<file path="config.mk">
export PLATFORM = sky130hd
export DESIGN_NAME = rtdc_front_flat
export DESIGN_NICKNAME = d
export VERILOG_FILES = /design/src/sv/rtdc_pkg.sv /design/src/sv/rtdc_code_if.sv /design/src/sv/rtdc_front.sv /design/src/flat_wrapper.sv
export SDC_FILE = /design/constraint.sdc
export NUM_CORES = 2
export LEC_CHECK = 0
export ABC_CLOCK_PERIOD_IN_PS = 19050
export BUFFER_PORTS_ARGS = -buffer_cell sky130_fd_sc_hd__buf_2
export CORE_UTILIZATION = 34
export CTS_CLUSTER_DIAMETER = 80
export DETAILED_ROUTE_END_ITERATION = 16
export PLACE_DENSITY = 0.52
export REMOVE_ABC_BUFFERS = 1
export SYNTH_ARGS = -nofsm -noshare
export SYNTH_HDL_FRONTEND = slang
export SYNTH_SLANG_ARGS = --single-unit
</file>
<file path="constraint.sdc">
create_clock -name clk -period 19.05 [get_ports clk]
set_input_delay 3.81 -clock clk [delete_from_list [all_inputs] [get_ports clk]]
set_output_delay 3.81 -clock clk [all_outputs]
set_load 0.05 [all_outputs]
</file>
<file path="src/sv/rtdc_pkg.sv">
// Shared types and constants for the RTD code to temperature converter.
package rtdc_pkg;

    localparam int RES_W  = 16;
    localparam int TEMP_W = 15;
    localparam int CFG_W  = 16;

    // Register map of the configuration port.
    typedef enum logic [0:0] {
        REG_GAIN_SCALE      = 1'b0,
        REG_OFFSET_MILLIOHM = 1'b1
    } cfg_reg_t;

    localparam logic signed [CFG_W-1:0] GAIN_RESET   = 16'sd10000;
    localparam logic signed [CFG_W-1:0] OFFSET_RESET = 16'sd0;

    // Resistance numerator N, in units of 1/60000000 ohm.
    localparam int                 CODE_SLOPE   = 293;
    localparam logic signed [31:0] OFFSET_SCALE = 32'sd60000;
    localparam longint             RES_BIAS     = 64'sd80320000;
    localparam longint             N_LOW        = 64'sd6000000000;
    localparam longint             N_HIGH       = 64'sd23428800000;

    // Centiohm output: floor(N / 600000), with 600000 = 9375 * 2^6.
    localparam longint RES_DIV          = 64'sd600000;
    localparam longint RES_SAT          = (longint'(1) <<< RES_W) * RES_DIV;
    localparam int     RES_SHIFT        = 6;
    localparam longint RES_ODD          = 64'sd9375;
    localparam int     RES_X_W          = 30;
    localparam int     RES_MAGIC_SHIFT  = 44;
    localparam int     RES_MAGIC_W      = 31;
    localparam logic [RES_MAGIC_W-1:0] RES_MAGIC =
        RES_MAGIC_W'(((longint'(1) <<< RES_MAGIC_SHIFT) + RES_ODD - 1) / RES_ODD);
    localparam int     RES_PROD_W       = RES_X_W + RES_MAGIC_W;

    // Scaled discriminant E = E_ZERO - 231 * (N - N_LOW).
    localparam int               D_W      = 35;
    localparam int               E_W      = 44;
    localparam logic [E_W-1:0]   E_ZERO   = 44'd9164885334000;
    localparam logic [7:0]       CVD_B    = 8'd231;

    // Square root of E * 2^28 / 375, found bit by bit.
    localparam int               ROOT_W   = 32;
    localparam int               REM_W    = 74;
    localparam int               T_W      = 41;
    localparam int               SQ_SHIFT = 28;
    localparam logic [8:0]       SQ_SCALE = 9'd375;

    // Temperature = floor((S_ZERO - S) * 25 / 2^13 / 231).
    localparam logic [ROOT_W-1:0] S_ZERO     = 32'd2561343488;
    localparam logic [4:0]        TEMP_NUM   = 5'd25;
    localparam int                Y_W        = ROOT_W + 5;
    localparam int                TEMP_SHIFT = 13;
    localparam int                Z_W        = Y_W - TEMP_SHIFT;
    localparam int                DIV_SHIFT  = 32;
    localparam int                DIV_MAGIC_W = 25;
    localparam logic [DIV_MAGIC_W-1:0] DIV_MAGIC =
        DIV_MAGIC_W'(((longint'(1) <<< DIV_SHIFT) + 64'sd230) / 64'sd231);
    localparam int                M_W        = Z_W + DIV_MAGIC_W;

    localparam logic signed [TEMP_W-1:0] ERR_TEMP = -15'sd9990;

    typedef struct packed {
        logic [RES_W-1:0] res;
        logic             ok;
    } side_t;

    typedef struct packed {
        logic [E_W-1:0] e;
        side_t          side;
    } front_t;

    typedef struct packed {
        logic [ROOT_W-1:0] s;
        side_t             side;
    } root_t;

endpackage

</file>
<file path="src/sv/rtdc_code_if.sv">
// Input channel carrying one converter sample per beat.
interface rtdc_code_if #(
    parameter int ADC_BITS = 12
);
    logic                valid;
    logic                ready;
    logic [ADC_BITS-1:0] adc_code;

    modport source (output valid, output adc_code, input ready);
    modport sink   (input valid, input adc_code, output ready);
endinterface

</file>
<file path="src/sv/rtdc_front.sv">
// Front pipeline: calibration, resistance output and scaled discriminant.
module rtdc_front #(
    parameter int ADC_BITS = 12
) (
    input  logic                       clk,
    input  logic                       rst_n,
    rtdc_code_if.sink                  samples,
    input  logic signed [15:0]         gain_scale,
    input  logic signed [15:0]         offset_milliohm,
    output logic                       out_valid,
    input  logic                       out_ready,
    output rtdc_pkg::front_t           out_beat
);
    import rtdc_pkg::*;

    localparam int STAGES = 6;
    localparam int C293_W = ADC_BITS + 9;
    localparam int PROD_W = C293_W + 17;
    localparam int N_W    = ADC_BITS + 27;

    typedef struct packed {
        logic pos;
        logic sat;
        logic ok;
    } flags_t;

    logic [STAGES-1:0]         valid_reg;
    logic [STAGES-1:0]         valid_prev;
    logic [STAGES-1:0]         load;

    logic [C293_W-1:0]         c293_reg;
    logic signed [PROD_W-1:0]  prod_reg;
    logic signed [31:0]        off_reg;
    logic signed [N_W-1:0]     n_reg;
    flags_t                    flags4_reg;
    logic [RES_X_W-1:0]        x_reg;
    logic [D_W-1:0]            d_reg;
    flags_t                    flags5_reg;
    logic [RES_PROD_W-1:0]     rq_reg;
    logic [E_W-1:0]            p231_reg;
    front_t                    out_reg;

    logic signed [63:0]        n_ext;
    logic [63:0]               d_ext;
    flags_t                    flags_next;
    logic [RES_W-1:0]          res_next;

    for (genvar k = 0; k < STAGES; k++)
    begin : g_load
        assign load[k] = out_ready || !(&valid_reg[STAGES-1:k]);
    end

    assign valid_prev    = {valid_reg[STAGES-2:0], samples.valid};
    assign samples.ready = load[0];
    assign out_valid     = valid_reg[STAGES-1];
    assign out_beat      = out_reg;

    always_comb
    begin
        n_ext          = 64'(n_reg);
        d_ext          = 64'(n_ext - N_LOW);
        flags_next.pos = (n_ext > 64'sd0);
        flags_next.sat = (n_ext >= RES_SAT);
        flags_next.ok  = (n_ext >= N_LOW) && (n_ext <= N_HIGH);
        if (flags5_reg.sat)
        begin
            res_next = '1;
        end
        else if (flags5_reg.pos)
        begin
            res_next = rq_reg[RES_MAGIC_SHIFT+RES_W-1:RES_MAGIC_SHIFT];
        end
        else
        begin
            res_next = '0;
        end
    end

    always_ff @(posedge clk or negedge rst_n)
    begin
        if (!rst_n)
        begin
            valid_reg <= '0;
        end
        else
        begin
            for (int k = 0; k < STAGES; k++)
            begin
                if (load[k])
                begin
                    valid_reg[k] <= valid_prev[k];
                end
            end
        end
    end

    always_ff @(posedge clk)
    begin
        if (load[0])
        begin
            c293_reg <= C293_W'(samples.adc_code) * C293_W'(CODE_SLOPE);
        end
        if (load[1])
        begin
            prod_reg <= $signed({1'b0, c293_reg}) * gain_scale;
            off_reg  <= 32'(offset_milliohm) * OFFSET_SCALE;
        end
        if (load[2])
        begin
            n_reg <= N_W'(prod_reg) + N_W'(off_reg) + N_W'(RES_BIAS);
        end
        if (load[3])
        begin
            flags4_reg <= flags_next;
            x_reg      <= n_ext[RES_SHIFT+RES_X_W-1:RES_SHIFT];
            d_reg      <= d_ext[D_W-1:0];
        end
        if (load[4])
        begin
            flags5_reg <= flags4_reg;
            rq_reg     <= RES_PROD_W'(x_reg) * RES_PROD_W'(RES_MAGIC);
            p231_reg   <= E_W'(d_reg) * E_W'(CVD_B);
        end
        if (load[5])
        begin
            out_reg.e        <= E_ZERO - p231_reg;
            out_reg.side.res <= res_next;
            out_reg.side.ok  <= flags5_reg.ok;
        end
    end

endmodule

</file>
<file path="src/flat_wrapper.sv">
// flat-port wrapper written by rule: the top's interface ports become plain ports
module rtdc_front_flat import rtdc_pkg::*;
#(
    parameter int ADC_BITS = 12
)
  (clk, rst_n, gain_scale, offset_milliohm, out_valid, out_ready, out_beat, samples_valid, samples_adc_code, samples_ready);
  rtdc_code_if #(.ADC_BITS(ADC_BITS)) samples_i ();
  input  logic clk;
  input  logic rst_n;
  input  logic signed [15:0] gain_scale;
  input  logic signed [15:0] offset_milliohm;
  output logic out_valid;
  input  logic out_ready;
  output rtdc_pkg::front_t out_beat;
  input wire logic [$bits(samples_i.valid)-1:0] samples_valid;
  input wire logic [$bits(samples_i.adc_code)-1:0] samples_adc_code;
  output wire logic [$bits(samples_i.ready)-1:0] samples_ready;
  assign samples_i.valid = samples_valid;
  assign samples_i.adc_code = samples_adc_code;
  assign samples_ready = samples_i.ready;
  rtdc_front #(.ADC_BITS(ADC_BITS)) u_core (.clk(clk), .rst_n(rst_n), .samples(samples_i), .gain_scale(gain_scale), .offset_milliohm(offset_milliohm), .out_valid(out_valid), .out_ready(out_ready), .out_beat(out_beat));
endmodule
</file>
==> results by group <==
Worst setup path
  – Slowest cell delay on critical path: 0.62 ns
  – Critical path peak fanout: 15
  – Crit path cell chain: buf_2 -> clkinv_1 -> nor2_1 -> fa_1 -> fa_1 -> fa_1 -> fa_1 -> inv_1 -> fa_1 -> inv_1 -> fa_1 -> ha_1 -> and3_1 -> nand2_1 -> or3_1 -> o211a_1 -> o31ai_1 -> a41o_1 -> a21oi_1 -> xnor2_1
  – Kind of critical path: in2reg
  – Most used cell, CP: fa_1
  – CP startpoint kind: input pin
  – Critical path arrival: 10.30 ns
  – Worst path required time: 19.40 ns
  – R2r startpoint: u_core.d_reg[9]$_DFFE_PP_
  – CP endpoint kind: register
  – Largest delay share family, worst path: adder cells
  – Slowest-stage cell, CP: o31ai_1
  – CP Launch Point: gain_scale[15]
  – CP Buf/Inv Count: 4

Logic synthesis
  – Area contributors post-synth: fa_1, ha_1, edfxtp_1
  – Synth cell types: 85
  – Main flop type after synthesis: edfxtp_1
  – Ys async rst share: 1.89%
  – Post-Synthesis Cell Area: 50200 um^2
  – Top cell type's share of synthesized area: 33.7%
  – Register area share after synthesis: 19.0%
  – Cells after Synth: 4705
  – Ys Warns: 0
  – Synth area leader: fa_1
  – Post-synth EDFFs: 312
  – Syn Area/Cell: 10.7 um^2
  – Yosys reg bits: 318

Global route
  – Total grt overflow: 0
  – Initial antenna violation count: 1
  – Overall fraction of global-route tracks in use: around 16%
  – Vias in the first global route: 34.1k
  – Global-route wire length before repair: 190 mm
  – Largest net degree at the start of global routing: 67

Timing
  – Tmin final: 9.95 ns
  – RSZ-0062 raised after global routing: false
  – Worst Max-Slew Pin Slew: 0.899 ns
  – Max Freq: 101 MHz
  – Setup TNS: 0 ns
  – Final slew viol count: 0
  – Max-slew headroom: 40.1%
  – Post-Route Skew: 0.0416 ns
  – Tcrit/Tclk final: 52.2%
  – Final Hold Viols: 0
  – Final Setup Violations: 0

Die
  – Top Ports: 111
  – Die height: 386 um
  – Die W: 386 um
  – Row count: 140
  – Core Footprint: 146000 um^2
  – Die area: 149000 um^2
  – Starting density of the core: 34.3%

Route
  – Max Used Layer: met4
  – Antenna Nets Post-Route: 0
  – # DRC: 0
  – WL met1: 54.2 mm
  – DR WL met3: 4.34 mm
  – Vias per cell: between 4 and 5
  – Via count: 31.7k
  – Drt total wl: 118 mm
  – 1st-iter DRT viols: 1553
  – Detailed Routing Iterations Pass 1: 5
  – WL met2: 57.2 mm
  – WL/cell: around 18 um

Clock network
  – Root Buffer Master: clkbuf_16
  – TritonCTS Buffers: 41
  – Postcts setup bufs: 0
  – Deepest clock path buffer count: 3
  – CTS Sinks: 318
  – CTS tree: done
  – Skew-Pair Late Insertion Delay: around 0.62 ns
  – Clock transition at the registers of the reported paths: around 0.06 ns
  – Htree depth: 2
  – CTS Hold Buffers Added: 0
  – Cts repair resizes: 0

Outcome
  – Status: finished clean

Cells and area
  – Area grow syn2layout: 8.14%
  – # nets final: roughly 6.5k
  – Layout cells sized above 1: about 4.7%
  – Largest register FFs: 61
  – N_diodes: 0

Job
  – Total of max-cap violations: 0

Place
  – Number of buffers added on ports: 110
  – Half-perimeter wire length after placement: 101 mm
  – Placer Congestion: around 0.89

Min path
  – Hold path startpoint: u_core.prod_reg[0]$_DFFE_PP_
  – Worst hold path type: reg2reg
[per-layer routing]
layer | global-route usage (%) | vias up
met5 | 0 | -
met4 | 3.24 | 0
met3 | 1.88 | 107
met2 | 28.1 | 491
met1 | 22.3 | 15900
li1 | - | 15200
[kinds of logic (layout without fill, tap and decap cells)]
| logic type | Yosys count | in the layout | synth area share [%] |
|---|---|---|---|
| buf+inv | 1263 | 1382 | 9.45 |
| simple gates | 756 | 756 | 7.36 |
| fa+ha+maj | 1627 | 1627 | 53.2 |
| flops | 318 | 318 | 19.0 |
| mux | 2 | 2 | 0.0399 |
| compound gates | 526 | 526 | 7.24 |
| xor+xnor | 213 | 213 | 3.72 |
[path summary, 6_finish.rpt]
kind,endpoint,slack [ns],depth (start not counted)
worst max-delay path,u_core.prod_reg[36]$_DFFE_PP_,9.10,20
worst min-delay path,u_core.n_reg[0]$_DFFE_PP_,0.38,0
worst max register to register,u_core.rq_reg[59]$_DFFE_PP_,10.59,24
worst min register to register,u_core.n_reg[0]$_DFFE_PP_,0.38,0
max in group asynchronous,u_core.valid_reg[1]$_DFFE_PN0P_,15.86,1
min in group asynchronous,u_core.valid_reg[4]$_DFFE_PN0P_,3.00,1
[stage by stage]
stage | setup slack (ns) | std cells | util [%] | hold slack, ns | cell area [um^2]
floorplan | 8.14 | 4634 | - | 0.400 | 49900
detailed placement | 8.47 | 6668 | 36.2 | 0.405 | 52900
global placement | 8.57 | 6668 | 36.2 | 0.405 | 52900
global route | 8.70 | 6741 | 37.1 | 0.380 | 54200
finish | 9.10 | 6741 | 37.1 | 0.378 | 54200
CTS | 9.11 | 6741 | 37.1 | 0.378 | 54200
[synth_stat cells (all sizes together), types with 34 or more instances]
cell type  count
a21o         115
a21oi        149
and2         120
clkbuf        69
edfxtp       312
fa           844
ha           783
inv         1191
nand2        289
nand2b        34
nand3         36
nor2         115
o21ai         82
xnor2        136
xor2          77
[final cells by class]
class	instances	area, um^2
Clock buffer	44	1040
Clock inverter	29	294
Fill cell	14700	91800
Inverter	1192	4470
Multi-Input combinational cell	3124	35900
Sequential cell	318	9520
Tap cell	1917	2400
Timing Repair Buffer	117	603
[cells in the final DEF (no fill, tap or decap), types with 11 or more instances in the layout]
cell type / synthesis / routed
buf_2: 0 / 110
nand4_1: 24 / 24
o21bai_1: 29 / 29
nand2b_1: 34 / 34
o21a_1: 21 / 21
a31oi_1: 15 / 15
and3_1: 25 / 25
nor3_1: 32 / 32
a211oi_1: 16 / 16
inv_1: 1191 / 1190
nand2_1: 289 / 287
xnor2_1: 136 / 136
fa_1: 844 / 844
nor2b_1: 19 / 19
ha_1: 783 / 783
clkbuf_16: 0 / 41
nor2_1: 115 / 115
a21o_1: 115 / 115
xor2_1: 77 / 77
and2_1: 119 / 119
nor4_1: 13 / 13
a21oi_1: 144 / 144
o21ai_0: 74 / 74
edfxtp_1: 312 / 312
nand3_1: 36 / 35
or3_1: 11 / 11
Power is not shown: default switching activity piles up to over one toggle a cycle in this logic, so the estimate is an artifact.
