$ cat src/sv/rtdc_pkg.sv
// Shared types and constants for the RTD code to temperature converter.
package rtdc_pkg;

    localparam int RES_W  = 16;
    localparam int TEMP_W = 15;
    localparam int CFG_W  = 16;

    // Register map of the configuration port.
    typedef enum logic [0:0] {
        REG_GAIN_SCALE      = 1'b0,
        REG_OFFSET_MILLIOHM = 1'b1
    } cfg_reg_t;

    localparam logic signed [CFG_W-1:0] GAIN_RESET   = 16'sd10000;
    localparam logic signed [CFG_W-1:0] OFFSET_RESET = 16'sd0;

    // Resistance numerator N, in units of 1/60000000 ohm.
    localparam int                 CODE_SLOPE   = 293;
    localparam logic signed [31:0] OFFSET_SCALE = 32'sd60000;
    localparam longint             RES_BIAS     = 64'sd80320000;
    localparam longint             N_LOW        = 64'sd6000000000;
    localparam longint             N_HIGH       = 64'sd23428800000;

    // Centiohm output: floor(N / 600000), with 600000 = 9375 * 2^6.
    localparam longint RES_DIV          = 64'sd600000;
    localparam longint RES_SAT          = (longint'(1) <<< RES_W) * RES_DIV;
    localparam int     RES_SHIFT        = 6;
    localparam longint RES_ODD          = 64'sd9375;
    localparam int     RES_X_W          = 30;
    localparam int     RES_MAGIC_SHIFT  = 44;
    localparam int     RES_MAGIC_W      = 31;
    localparam logic [RES_MAGIC_W-1:0] RES_MAGIC =
        RES_MAGIC_W'(((longint'(1) <<< RES_MAGIC_SHIFT) + RES_ODD - 1) / RES_ODD);
    localparam int     RES_PROD_W       = RES_X_W + RES_MAGIC_W;

    // Scaled discriminant E = E_ZERO - 231 * (N - N_LOW).
    localparam int               D_W      = 35;
    localparam int               E_W      = 44;
    localparam logic [E_W-1:0]   E_ZERO   = 44'd9164885334000;
    localparam logic [7:0]       CVD_B    = 8'd231;

    // Square root of E * 2^28 / 375, found bit by bit.
    localparam int               ROOT_W   = 32;
    localparam int               REM_W    = 74;
    localparam int               T_W      = 41;
    localparam int               SQ_SHIFT = 28;
    localparam logic [8:0]       SQ_SCALE = 9'd375;

    // Temperature = floor((S_ZERO - S) * 25 / 2^13 / 231).
    localparam logic [ROOT_W-1:0] S_ZERO     = 32'd2561343488;
    localparam logic [4:0]        TEMP_NUM   = 5'd25;
    localparam int                Y_W        = ROOT_W + 5;
    localparam int                TEMP_SHIFT = 13;
    localparam int                Z_W        = Y_W - TEMP_SHIFT;
    localparam int                DIV_SHIFT  = 32;
    localparam int                DIV_MAGIC_W = 25;
    localparam logic [DIV_MAGIC_W-1:0] DIV_MAGIC =
        DIV_MAGIC_W'(((longint'(1) <<< DIV_SHIFT) + 64'sd230) / 64'sd231);
    localparam int                M_W        = Z_W + DIV_MAGIC_W;

    localparam logic signed [TEMP_W-1:0] ERR_TEMP = -15'sd9990;

    typedef struct packed {
        logic [RES_W-1:0] res;
        logic             ok;
    } side_t;

    typedef struct packed {
        logic [E_W-1:0] e;
        side_t          side;
    } front_t;

    typedef struct packed {
        logic [ROOT_W-1:0] s;
        side_t             side;
    } root_t;

endpackage

$ cat src/sv/rtdc_result_if.sv
// Output channel carrying one resistance and temperature result per beat.
interface rtdc_result_if;
    logic               valid;
    logic               ready;
    logic [15:0]        resistance_centiohm;
    logic signed [14:0] temperature_decidegree;
    logic               in_range;

    modport source (output valid, output resistance_centiohm,
                    output temperature_decidegree, output in_range, input ready);
    modport sink   (input valid, input resistance_centiohm,
                    input temperature_decidegree, input in_range, output ready);
endinterface

$ cat src/sv/rtdc_back.sv
// Back pipeline: root to decidegrees, error marking and the output register.
module rtdc_back (
    input  logic             clk,
    input  logic             rst_n,
    input  logic             in_valid,
    output logic             in_ready,
    input  rtdc_pkg::root_t  in_beat,
    rtdc_result_if.source    results
);
    import rtdc_pkg::*;

    localparam int STAGES = 4;

    logic [STAGES-1:0]        valid_reg;
    logic [STAGES-1:0]        valid_prev;
    logic [STAGES-1:0]        load;

    logic [ROOT_W-1:0]        diff_reg;
    side_t                    side1_reg;
    logic [Z_W-1:0]           z_reg;
    side_t                    side2_reg;
    logic [M_W-1:0]           m_reg;
    side_t                    side3_reg;
    logic [RES_W-1:0]         res_reg;
    logic signed [TEMP_W-1:0] temp_reg;
    logic                     ok_reg;

    logic [Y_W-1:0]           y_next;

    for (genvar k = 0; k < STAGES; k++)
    begin : g_load
        assign load[k] = results.ready || !(&valid_reg[STAGES-1:k]);
    end

    assign valid_prev                     = {valid_reg[STAGES-2:0], in_valid};
    assign in_ready                       = load[0];
    assign results.valid                  = valid_reg[STAGES-1];
    assign results.resistance_centiohm    = res_reg;
    assign results.temperature_decidegree = temp_reg;
    assign results.in_range               = ok_reg;

    assign y_next = Y_W'(diff_reg) * Y_W'(TEMP_NUM);

    always_ff @(posedge clk or negedge rst_n)
    begin
        if (!rst_n)
        begin
            valid_reg <= '0;
        end
        else
        begin
            for (int k = 0; k < STAGES; k++)
            begin
                if (load[k])
                begin
                    valid_reg[k] <= valid_prev[k];
                end
            end
        end
    end

    always_ff @(posedge clk)
    begin
        if (load[0])
        begin
            diff_reg  <= (in_beat.s < S_ZERO) ? (S_ZERO - in_beat.s) : '0;
            side1_reg <= in_beat.side;
        end
        if (load[1])
        begin
            z_reg     <= y_next[Y_W-1:TEMP_SHIFT];
            side2_reg <= side1_reg;
        end
        if (load[2])
        begin
            m_reg     <= M_W'(z_reg) * M_W'(DIV_MAGIC);
            side3_reg <= side2_reg;
        end
        if (load[3])
        begin
            res_reg  <= side3_reg.res;
            ok_reg   <= side3_reg.ok;
            temp_reg <= side3_reg.ok ? $signed(m_reg[DIV_SHIFT+TEMP_W-1:DIV_SHIFT])
                                     : ERR_TEMP;
        end
    end

endmodule
$ cat src/flat_wrapper.sv
// flat-port wrapper written by rule: the top's interface ports become plain ports
module rtdc_back_flat import rtdc_pkg::*;
  (clk, rst_n, in_valid, in_ready, in_beat, results_valid, results_resistance_centiohm, results_temperature_decidegree, results_in_range, results_ready);
  rtdc_result_if results_i ();
  input  logic clk;
  input  logic rst_n;
  input  logic in_valid;
  output logic in_ready;
  input  rtdc_pkg::root_t in_beat;
  output wire logic [$bits(results_i.valid)-1:0] results_valid;
  output wire logic [$bits(results_i.resistance_centiohm)-1:0] results_resistance_centiohm;
  output wire logic [$bits(results_i.temperature_decidegree)-1:0] results_temperature_decidegree;
  output wire logic [$bits(results_i.in_range)-1:0] results_in_range;
  input wire logic [$bits(results_i.ready)-1:0] results_ready;
  assign results_valid = results_i.valid;
  assign results_resistance_centiohm = results_i.resistance_centiohm;
  assign results_temperature_decidegree = results_i.temperature_decidegree;
  assign results_in_range = results_i.in_range;
  assign results_i.ready = results_ready;
  rtdc_back u_core (.clk(clk), .rst_n(rst_n), .in_valid(in_valid), .in_ready(in_ready), .in_beat(in_beat), .results(results_i));
endmodule
$ cat config.mk
export PLATFORM = sky130hd
export DESIGN_NAME = rtdc_back_flat
export DESIGN_NICKNAME = d
export VERILOG_FILES = /design/src/sv/rtdc_pkg.sv /design/src/sv/rtdc_result_if.sv /design/src/sv/rtdc_back.sv /design/src/flat_wrapper.sv
export SDC_FILE = /design/constraint.sdc
export NUM_CORES = 1
export LEC_CHECK = 0
export ABC_CLOCK_PERIOD_IN_PS = 5800
export BUFFER_PORTS_ARGS = -buffer_cell sky130_fd_sc_hd__buf_2
export CORE_ASPECT_RATIO = 0.8
export CORE_MARGIN = 10
export CORE_UTILIZATION = 45
export DETAILED_ROUTE_END_ITERATION = 10
export SYNTH_ARGS = -nofsm -noshare
export SYNTH_HDL_FRONTEND = slang
export SYNTH_SLANG_ARGS = --single-unit
$ cat constraint.sdc
create_clock -name clk -period 5.8 [get_ports clk]
set_input_delay 0.87 -clock clk [delete_from_list [all_inputs] [get_ports clk]]
set_output_delay 0.87 -clock clk [all_outputs]
set_load 0.03 [all_outputs]
==> run summary <==
The worst path needs 6170 ps of the cycle, external delays included. The overall die height is 200 um. In this run the tool buffered the top-level ports with 86 buffer cells. Share of synthesized area occupied by flip-flops and latches: 25.8%. The CTS sink count was 158. The tools report the number of remaining DRC errors as 0. Placed wire-length estimate: 35,400 um. The via count of the first global-routing pass was 13,000. In the layout the commonest cells are sky130_fd_sc_hd__inv_1 (458), sky130_fd_sc_hd__ha_1 (289), sky130_fd_sc_hd__fa_1 (227).

The area growth from synthesis to layout is 20.2%. The fraction of the core area covered by cells at the end of the flow was 55.3%; the number of enable-type register cells in the synthesized netlist was 154. After layout, the worst path uses 106% of the clock period. The tools report the overall track demand over capacity in global routing as 17.2%. The met1 track utilization from global routing is 23.9%, and the initial antenna violation count is 0. The final reports fail on setup timing.

The sum of routed wire length over all layers came out at 41,200 um. Synthesis produced a netlist with a net count of 2,296. The tools report the worst endpoint required time as 5980 ps. Yosys printed 0 warnings. Global routing used 4.50% of the available met3 tracks. Setup violations remaining at the end of the flow were counted as 14. Flip-flop count of the largest register after layout: 32. In the synthesized netlist the async set-or-reset flop fraction comes to 2.53%. On the final layout, the worst hold slack is 212 ps.

The clock root buffer master was sky130_fd_sc_hd__clkbuf_16. The floorplan row count came out at 65. The most instantiated flip-flop cell in the synthesis netlist is sky130_fd_sc_hd__edfxtp_1. Setup repair after global routing could not meet its margin everywhere.

For the initial core utilization, the log shows 46.0%. The flow ran to the end, but the final reports show violations. The first detailed-routing pass took 4 iterations. The count of nets left with antenna violations once routing finished came out at 0.

The run gives 23.2% as the headroom to the max-slew limit. For the worst clock skew, the log shows 23.0 ps. The leading cell type in the layout, fill and taps excluded is sky130_fd_sc_hd__inv_1. For the antenna diode count, the log shows 0. Post-layout instance count excluding filler cells: 2,510. STA classifies the critical path endpoint as a flip-flop.

The die is 245 um wide. The cell area that synthesis handed to floorplanning was 18,300 um^2. In this run, the number of DRC markers left after iteration 0 of detailed routing was 570. The tightest min-delay check is of the primary input to async pin type.

The register bit count reported by yosys was 158; the number of buffers created by CTS was 17. Averaged over all synthesized cells, the footprint is 10.8 um^2. In the final routed layout, each cell accounts on average for 16.4 um. Global-route track usage on met2: 26.7%.

The number of distinct standard cells referenced by the synthesized netlist came out at 62. The routed via count is 12,000, and the achievable clock frequency is 0.162 GHz. Counting cells, the worst reg-to-reg path comes to 22. The fraction of final layout cells with drive strength greater than 1 works out to 21.7%. The later pin in the worst-skew pair is clocked with a latency of 470 ps. The depth of the CTS H-tree is 4, and the count of final max-slew check failures is 0. For this run the aggregate overflow at the end of global routing stands at 0. Data on the critical path arrives at its endpoint at 6350 ps. Across the run, the number of max-cap violations was 0. The number of placed instances, taps included, is 2,445. The first global-routing pass estimated 67,400 um of wire.

The floorplan step defined a die boundary enclosing 49,200 um^2. Along the worst path, the maximum fanout reaches 8. For the post-route worst setup slack, the log shows -372 ps. Entering global routing, the biggest net connects 51 pins.

Counting along the longest clock path gives a buffer depth of 2. The clock-pin slew on the worst setup and hold paths came out at 90 ps. The busiest layer in global routing was met2.

87 I/O pins were placed. The average via count per standard cell works out to 4.79. The startpoint type of the worst setup path was a flip-flop. The hold violation total from the final report is 0, and the placeable core region is 39,800 um^2. Critical path class: flip-flop to flip-flop. TritonCTS built the clock tree.

The net count of the finished layout is 2,568. For the pin with the worst max-slew slack, the measured transition is 1150 ps. Hold repair after CTS inserted 0 buffers.

At the end of routability-driven placement, the weighted congestion stood at 0.922. Number of standard cells after synthesis: 1,689.
## final cells by class
class                      instances  area, um^2
clock buffer                      17         425
clock inverter                    15         148
fill                            3465       17800
inverter                         490        1840
multi-input combinational       1033       12400
sequential                       158        4720
tap                              536         671
timing repair buffer             261        1790
## through the flow
step                      setup slack, ps  TNS, ps  area, um^2
after global routing                 -571    -6460       22000
after detailed placement             -696    -6090       20700
after floorplan                      -108     -192       18600
after CTS                            -320    -3220       21800
after global placement               -590    -4940       20700
final                                -372    -3730       22000
## cells in the mapped netlist (4+ instances only)
master | n | share of area [%]
sky130_fd_sc_hd__inv_1 | 490 | 10
sky130_fd_sc_hd__ha_1 | 316 | 22
sky130_fd_sc_hd__fa_1 | 238 | 26
sky130_fd_sc_hd__edfxtp_1 | 154 | 25
sky130_fd_sc_hd__nor2_1 | 62 | 1.3
sky130_fd_sc_hd__a21oi_1 | 57 | 1.6
sky130_fd_sc_hd__nand2_1 | 44 | 0.90
sky130_fd_sc_hd__xnor2_1 | 39 | 1.9
sky130_fd_sc_hd__o21ai_0 | 28 | 0.77
sky130_fd_sc_hd__nand2b_1 | 23 | 0.79
sky130_fd_sc_hd__xor2_1 | 23 | 1.1
sky130_fd_sc_hd__a21o_1 | 20 | 0.82
sky130_fd_sc_hd__nand3_1 | 15 | 0.41
sky130_fd_sc_hd__nand4_1 | 14 | 0.48
sky130_fd_sc_hd__nor3_1 | 13 | 0.36
sky130_fd_sc_hd__and2_1 | 11 | 0.38
sky130_fd_sc_hd__and3_1 | 10 | 0.34
sky130_fd_sc_hd__a31oi_1 | 9 | 0.31
sky130_fd_sc_hd__nor2b_1 | 9 | 0.31
sky130_fd_sc_hd__o21a_1 | 9 | 0.37
sky130_fd_sc_hd__o21bai_1 | 9 | 0.37
sky130_fd_sc_hd__clkbuf_1 | 8 | 0.16
sky130_fd_sc_hd__nor4_1 | 6 | 0.21
sky130_fd_sc_hd__a211oi_1 | 5 | 0.21
sky130_fd_sc_hd__a311oi_1 | 5 | 0.24
sky130_fd_sc_hd__o211ai_1 | 5 | 0.21
sky130_fd_sc_hd__a2111oi_0 | 4 | 0.19
sky130_fd_sc_hd__a211o_1 | 4 | 0.19
sky130_fd_sc_hd__and4_1 | 4 | 0.19
sky130_fd_sc_hd__dfrtp_1 | 4 | 0.55
sky130_fd_sc_hd__nor3b_1 | 4 | 0.16
sky130_fd_sc_hd__o31ai_1 | 4 | 0.16
## critical path, stage by stage (launching register included)
cell and delay (ps):
sky130_fd_sc_hd__edfxtp_1 500, sky130_fd_sc_hd__inv_2 70, sky130_fd_sc_hd__fa_1 500, sky130_fd_sc_hd__inv_1 50
sky130_fd_sc_hd__fa_1 530, sky130_fd_sc_hd__inv_2 40, sky130_fd_sc_hd__fa_2 520, sky130_fd_sc_hd__inv_2 40
sky130_fd_sc_hd__fa_1 520, sky130_fd_sc_hd__fa_2 460, sky130_fd_sc_hd__fa_1 520, sky130_fd_sc_hd__inv_2 40
sky130_fd_sc_hd__fa_2 560, sky130_fd_sc_hd__inv_2 40, sky130_fd_sc_hd__ha_4 290, sky130_fd_sc_hd__nand2_2 50
sky130_fd_sc_hd__o21ai_2 130, sky130_fd_sc_hd__a32oi_1 100, sky130_fd_sc_hd__o21ai_1 210, sky130_fd_sc_hd__a21oi_4 80
sky130_fd_sc_hd__o21ai_4 280, sky130_fd_sc_hd__and4_4 280, sky130_fd_sc_hd__nor4_2 50
## cells by family (layout without fill, tap and decap cells)
kind of cell	after synthesis	count (layout)	synth area share, %
and+or+nand+nor	227	227	6.29
buffers and inverters	498	783	10.2
xor gates and xnor gates	62	62	2.97
adders and majority gates	554	554	47.7
DFF	158	158	25.8
AOI/OAI and AO/OA	190	190	7.04
## metal layers
metal	vias up	routed length (um)
li1	6015	-
met2	207	18500
met4	0	448
met1	5780	20200
met3	26	2060
met5	-	0
## repair_timing
| item | CTS | global route |
|---|---|---|
| setup endpoints to repair | 15 | 15 |
| resized for setup | 73 | 37 |
| pin swaps | 44 | 37 |
| buffers inserted | 26 | 8 |
## worst paths after layout
| kind | from | endpoint | slack [ps] |
|---|---|---|---|
| hold reg to reg | u_core.side1_reg[6] | u_core.side2_reg[6] | 400 |
| min in group clk | u_core.side1_reg[6] | u_core.side2_reg[6] | 400 |
| max in group asynchronous | rst_n | u_core.valid_reg[0] | 5470 |
| setup reg to reg | u_core.z_reg[7] | u_core.m_reg[41] | -370 |
| hold / removal | rst_n | u_core.valid_reg[3] | 210 |
| setup / recovery | u_core.z_reg[7] | u_core.m_reg[41] | -370 |
Power is left out: the tool's default activity adds up to more than one toggle a clock period on the data nets, which glitch-free logic cannot reach.
